$ cat src/hdl/udiv_pkg.sv
// Shared types and constants for the unsigned 128-by-64 divider.
// Used by udiv_step and unsigned_divide_128_by_64; depends on nothing.
package udiv_pkg;

    // Width of every data port of the top-level divider, and the default operand width.
    localparam int FIELD_W   = 64;
    localparam int DEF_WIDTH = 64;

    // Status codes carried with each item.
    localparam logic [1:0] ST_OK       = 2'd0;
    localparam logic [1:0] ST_DIV_ZERO = 2'd1;
    localparam logic [1:0] ST_OVERFLOW = 2'd2;

    // Control bits that travel down the chain beside the data.
    typedef struct packed {
        logic       valid;
        logic [1:0] status;
    } udiv_ctl_t;

endpackage

$ cat src/hdl/udiv_step.sv
// One restoring shift-and-subtract step with its pipeline register.
// Depends on udiv_pkg for the control struct.
module udiv_step #(
    parameter int WIDTH = udiv_pkg::DEF_WIDTH
) (
    input  logic                 clk,
    input  logic                 rst_n,
    input  logic                 en,
    input  udiv_pkg::udiv_ctl_t  ctl_in,
    input  logic [WIDTH-1:0]     r_in,
    input  logic [WIDTH-1:0]     q_in,
    input  logic [WIDTH-1:0]     d_in,
    output udiv_pkg::udiv_ctl_t  ctl_out,
    output logic [WIDTH-1:0]     r_out,
    output logic [WIDTH-1:0]     q_out,
    output logic [WIDTH-1:0]     d_out
);

    udiv_pkg::udiv_ctl_t ctl_reg;
    logic [WIDTH-1:0]    r_reg;
    logic [WIDTH-1:0]    q_reg;
    logic [WIDTH-1:0]    d_reg;
    logic [WIDTH-1:0]    r_next;
    logic [WIDTH-1:0]    q_next;
    logic [WIDTH-1:0]    r_shift;
    logic                extra;
    logic                take;

    // Shift R:Q left; the bit leaving R counts as an extra top bit.
    always_comb
    begin
        extra   = r_in[WIDTH-1];
        r_shift = {r_in[WIDTH-2:0], q_in[WIDTH-1]};
        take    = extra || (r_shift >= d_in);
        r_next  = take ? (r_shift - d_in) : r_shift;
        q_next  = {q_in[WIDTH-2:0], take};
    end

    // Control register; cleared by reset.
    always_ff @(posedge clk or negedge rst_n)
    begin
        if (!rst_n)
        begin
            ctl_reg <= '0;
        end
        else if (en)
        begin
            ctl_reg <= ctl_in;
        end
    end

    // Data registers; no reset needed.
    always_ff @(posedge clk)
    begin
        if (en)
        begin
            r_reg <= r_next;
            q_reg <= q_next;
            d_reg <= d_in;
        end
    end

    assign ctl_out = ctl_reg;
    assign r_out   = r_reg;
    assign q_out   = q_reg;
    assign d_out   = d_reg;

endmodule

$ cat config.mk
export PLATFORM = sky130hd
export DESIGN_NAME = udiv_step
export DESIGN_NICKNAME = d
export VERILOG_FILES = /design/src/hdl/udiv_pkg.sv /design/src/hdl/udiv_step.sv
export SDC_FILE = /design/constraint.sdc
export NUM_CORES = 1
export LEC_CHECK = 0
export BUFFER_PORTS_ARGS = -buffer_cell sky130_fd_sc_hd__buf_2
export CELL_PAD_IN_SITES_DETAIL_PLACEMENT = 0
export CELL_PAD_IN_SITES_GLOBAL_PLACEMENT = 1
export CORE_ASPECT_RATIO = 1.5
export CORE_MARGIN = 5
export CORE_UTILIZATION = 41
export CTS_CLUSTER_DIAMETER = 150
export DETAILED_ROUTE_END_ITERATION = 6
export GPL_ROUTABILITY_DRIVEN = 0
export PLACE_DENSITY = 0.84
export SLEW_MARGIN = 25
export SYNTH_ARGS = -nofsm -noshare
export SYNTH_HDL_FRONTEND = slang
export SYNTH_SLANG_ARGS = --single-unit
$ cat constraint.sdc
create_clock -name clk -period 1.31 [get_ports clk]
set_clock_uncertainty 0.05 [all_clocks]
set_input_delay 0 -clock clk [delete_from_list [all_inputs] [get_ports clk]]
set_output_delay 0 -clock clk [all_outputs]
set_load 0.05 [all_outputs]
Yosys cells after proc, flatten, opt, wreduce, memory -nomap -nowiden
Cells that the tools add are included.
{"block": "classes", "addsub": 1, "n_mul": 0, "div": 0, "magnitude_cmp": 1, "n_eq_ne": 0, "n_shift": 0, "mux": 1, "bitwise_logic": 0, "n_reduce_logical": 1}
{"op": "greater-or-equal comparator 64 bit", "count": 1}
{"op": "two-way mux 64 bit", "count": 1}
{"op": "subtractor 64 bit", "count": 1}
{"op": "logical OR 1 bit", "count": 1}
{"block": "word_totals", "regBits": 195, "latch_bits": 0, "ram_bits": 0, "romBits": 0, "in_bits": 198, "output_inout_bits": 195, "word_cells": 9, "n_memories": 0}

Depth between registers and ports, before layout
{"block": "depth", "word_depth": 3, "depth_mapped": 15}

Worst setup path after synthesis
Ideal clock, no wire load.
{"block": "synth_path", "kind": "input-to-reg", "from": "in q_in[63]", "to": "reg r_reg[49], in the netlist r_out[49] (data pin)", "setup_time_ps": 264, "arrival_time_ps": 2405, "t_required_ps": 996, "path_slack_ps": -1408, "path_stages": 15, "path_cell_list": "inv_1 > ha_1 > fa_1 > nand2b_1 > a21oi_1 > o211ai_1 > a31oi_2 > a21bo_2 > a21oi_1 > o21ai_2 > nand2_4 > buf_8 > buf_2 > nand2_1 > o21ai_2"}
{"block": "synth_between", "elab_chain_cells": 3, "word_cells_on_any_way": 4}
{"element": "from (decl)", "line_no": "udiv_step.sv:11", "text": "input logic [WIDTH-1:0] q_in,"}
{"element": "greater-or-equal comparator 64 bit", "line_no": "udiv_step.sv:34", "text": "take = extra || (r_shift >= d_in);"}
{"element": "logical OR 1 bit", "line_no": "udiv_step.sv:34"}
{"element": "two-way mux 64 bit *", "line_no": "udiv_step.sv:35", "text": "r_next = take ? (r_shift - d_in) : r_shift;"}
{"element": "net r_next[49]", "line_no": "udiv_step.sv:23", "text": "logic [WIDTH-1:0] r_next;"}
{"element": "to (signal assigned)", "line_no": "udiv_step.sv:57", "text": "r_reg <= r_next;"}
{"element": "to (decl)", "line_no": "udiv_step.sv:20", "text": "logic [WIDTH-1:0] r_reg;"}
Mark *: on every way through the listed nets, which the timed path passes. The rest lies on a longest branch.
A chain may end at the register's enable or synchronous reset.

Worst setup path in the final report
{"block": "layout_path", "from": "in d_in[9]", "to": "reg r_reg[33], in the netlist r_out[33] (data pin)"}
{"block": "layout_between", "elab_chain_cells": 3, "word_cells_on_any_way": 4}
{"element": "from (decl)", "line_no": "udiv_step.sv:12", "text": "input logic [WIDTH-1:0] d_in,"}
{"element": "greater-or-equal comparator 64 bit", "line_no": "udiv_step.sv:34"}
{"element": "logical OR 1 bit", "line_no": "udiv_step.sv:34"}
{"element": "two-way mux 64 bit *", "line_no": "udiv_step.sv:35"}
{"element": "net r_next[33]", "line_no": "udiv_step.sv:23"}
Marked as above.

==> reports/summary.txt <==
status: finished, violations left
failing checks: hold timing, setup timing
CP Class: input port to flop
TritonCTS Buffers: 17
Initial DRT Pass Iterations: 5
DRC errors left: 0
Core ar.: 25,900 um2
Worst-Skew Late Latency: 0.46 ns
CTS Buffer Depth: 2
CP arrival: 2.55 ns
Area growth syn-to-layout: 80.0%
Post-synth EDFFs: 192
vias in the first global route: 12,270
vias: 11,519
post-synth design cell area: 10,800 um2
Nets: 2,124
Syn Inst Count: 1,003
grt ovf: 0
Worst Hold Class: input port to flop
post-route worst setup slack: -1.08 ns
Root Buffer: clkbuf_16
sequential area share after synthesis: 54.0%
Worst Setup Start Kind: input port
IO buf count: 392
commonest cells after routing, fill and taps aside: buf_2 (380), buf_4 (260), dlygate4sd3_1 (196)
synth unique cells: 71
initial drt markers: 440
Tightest Pin Transition: 0.492 ns
Initial Util: 41.7%
Worst IR Drop VDD: 1050 uV
Mean Syn Cell Area: 10.8 um2
H-Tree Depth: 4
WHS: -0.206 ns
commonest non-fill, non-tap cell in the layout: buf_2
Sink Count: 195
share of cells above drive strength 1: 50.7%
HPWL reported at the end of detailed placement: 30,500 um
post-synthesis async set-or-reset flop share: 1.54%
unrepaired setup endpoints after global routing: true
total negative slack: -64.20 ns
post-synthesis net count: 1,266
clk slew on worst S/H paths: 0.08 ns
Vias/cell: 5.21
die area: 29,800 um2
maxcap violations: 0
chip height: 209 um
TritonCTS clock tree: built
placed insts: 1,942
achievable clock frequency: 418 MHz
Period Utilization, post-route: 182%
CP Data Required Time: 1.47 ns
Setup Viol. Count Final: 65
endpoints failing hold: 1
Non-Filler Instances: 2,211
Pwr Total: 22.8 mW
Slew Limit Fails: 0
Final ANT Viol Nets: 0
crit path launch: d_in[9]
Final min period: 2.39 ns
Leak Pwr: 8.72 nW
Chip Width: 143 um
synth warn: 0
Main synth FF type: edfxtp_1
CP max FO: 8
Top Ports: 393
PD cells: 1170 nW/um2
R2R Path Start: ctl_out[2]
initial antenna violation count: 6
routed len/inst: 19.8 um
standard-cell row count: 72
first-pass GRT wire length: 64,000 um
Crit. End Element: flop
largest net degree at the start of global routing: 54
Total GRT Usage: 27.7%
final core occ: 75.0%
Routed WL: 43,700 um
Hold Startpoint: d_in[1]
slew margin rel.: 66.8%
Seq cells post-synth: 195
-- where the power goes --
part | leakage (nW) | internal (mW) | total, mW | switching [mW]
combinational | 6.51 | 3.71 | 9.47 | 5.76
clock | 0.294 | 2.93 | 5.47 | 2.54
sequential | 1.91 | 7.70 | 7.89 | 0.194
-- worst max-delay path, cell delays in order --
cell	delay, ns
buf_2	0.09
inv_1	0.07
ha_4	0.32
nand2_2	0.07
nor3_2	0.29
buf_4	0.18
o211ai_1	0.14
a31oi_4	0.25
a21bo_2	0.22
a21oi_4	0.08
o21ai_4	0.18
nand2_4	0.12
buf_12	0.15
inv_12	0.07
mux2_4	0.30
-- sequential cells by signal (all words and copies together) (netlist names) --
| signal | cells |
|---|---|
| q_out | 64 |
| ctl_out | 3 |
| r_out | 64 |
| d_out | 64 |
-- cells by family after synthesis --
group | Yosys count | share of synthesized area, %
xor gates and xnor gates | 57 | 4.62
and+or+nand+nor | 251 | 10.8
buffers and inverters | 127 | 4.85
muxes | 4 | 0.417
AOI/OAI and AO/OA | 304 | 17.7
DFF | 195 | 54.0
adders and majority gates | 65 | 7.59
-- layout make-up --
cell class / count / area (um2)
Antenna cell: 4 / 10.0
Clock buffer: 19 / 443
Clock inverter: 13 / 165
Fill cell: 1708 / 6490
Inverter: 84 / 335
Multi-Input combinational cell: 681 / 5690
Sequential cell: 195 / 5840
Tap cell: 333 / 417
Timing Repair Buffer: 882 / 6560
-- worst paths after layout --
kind,end,slack (ns),depth (start not counted)
max in group asynchronous,ctl_out[2],0.66,3
worst min-delay path,d_out[1],-0.21,2
worst max-delay path,r_out[33],-1.08,15
worst min register to register,ctl_out[1],0.47,1
worst max register to register,ctl_out[2],0.48,1
min in group asynchronous,ctl_out[1],0.39,3
-- timing repair --
item                                   CTS  global route
setup buffers                           24            14
hold buffers                           193             3
endpoints found under the hold margin  207             3
setup endpoints to repair               65            65
cloned                                   3             2
pin swaps                               48            52
resized for setup                      149           162
-- Yosys cell counts, types with 7 or more instances --
library cell,n,share of area [%]
edfxtp_1,192,53
nand2_1,112,3.9
a21oi_1,86,4.0
inv_1,83,2.9
ha_1,64,7.4
o21ai_0,55,2.5
nor2_1,50,1.7
o21ai_1,40,1.9
a21o_1,37,2.6
xnor2_1,31,2.5
clkbuf_1,28,0.97
xor2_1,26,2.1
nand4_1,21,1.2
nor3_1,14,0.65
o21bai_1,14,0.97
o21a_1,10,0.69
nand3_1,9,0.42
buf_2,8,0.37
nand2b_1,8,0.46
a31oi_1,7,0.41
o211ai_1,7,0.49
o31ai_1,7,0.49
-- stage by stage --
stage / setup slack, ns / cell area (um2)
after global routing: -1.14 / 19500
after floorplan: -1.19 / 11000
final: -1.08 / 19500
after global placement: -1.81 / 15200
after detailed placement: -1.83 / 15200
after CTS: -0.996 / 18600
-- metal layers --
layer | up-vias | part of all wire (%) | GRT usage (%)
met5 | - | 0.085 | 0
met4 | 4 | 5.1 | 13.7
met3 | 136 | 6.8 | 6.86
met2 | 482 | 55 | 53.5
met1 | 5514 | 33 | 26.4
li1 | 5383 | - | -
Power figures use the tool's default switching activity.
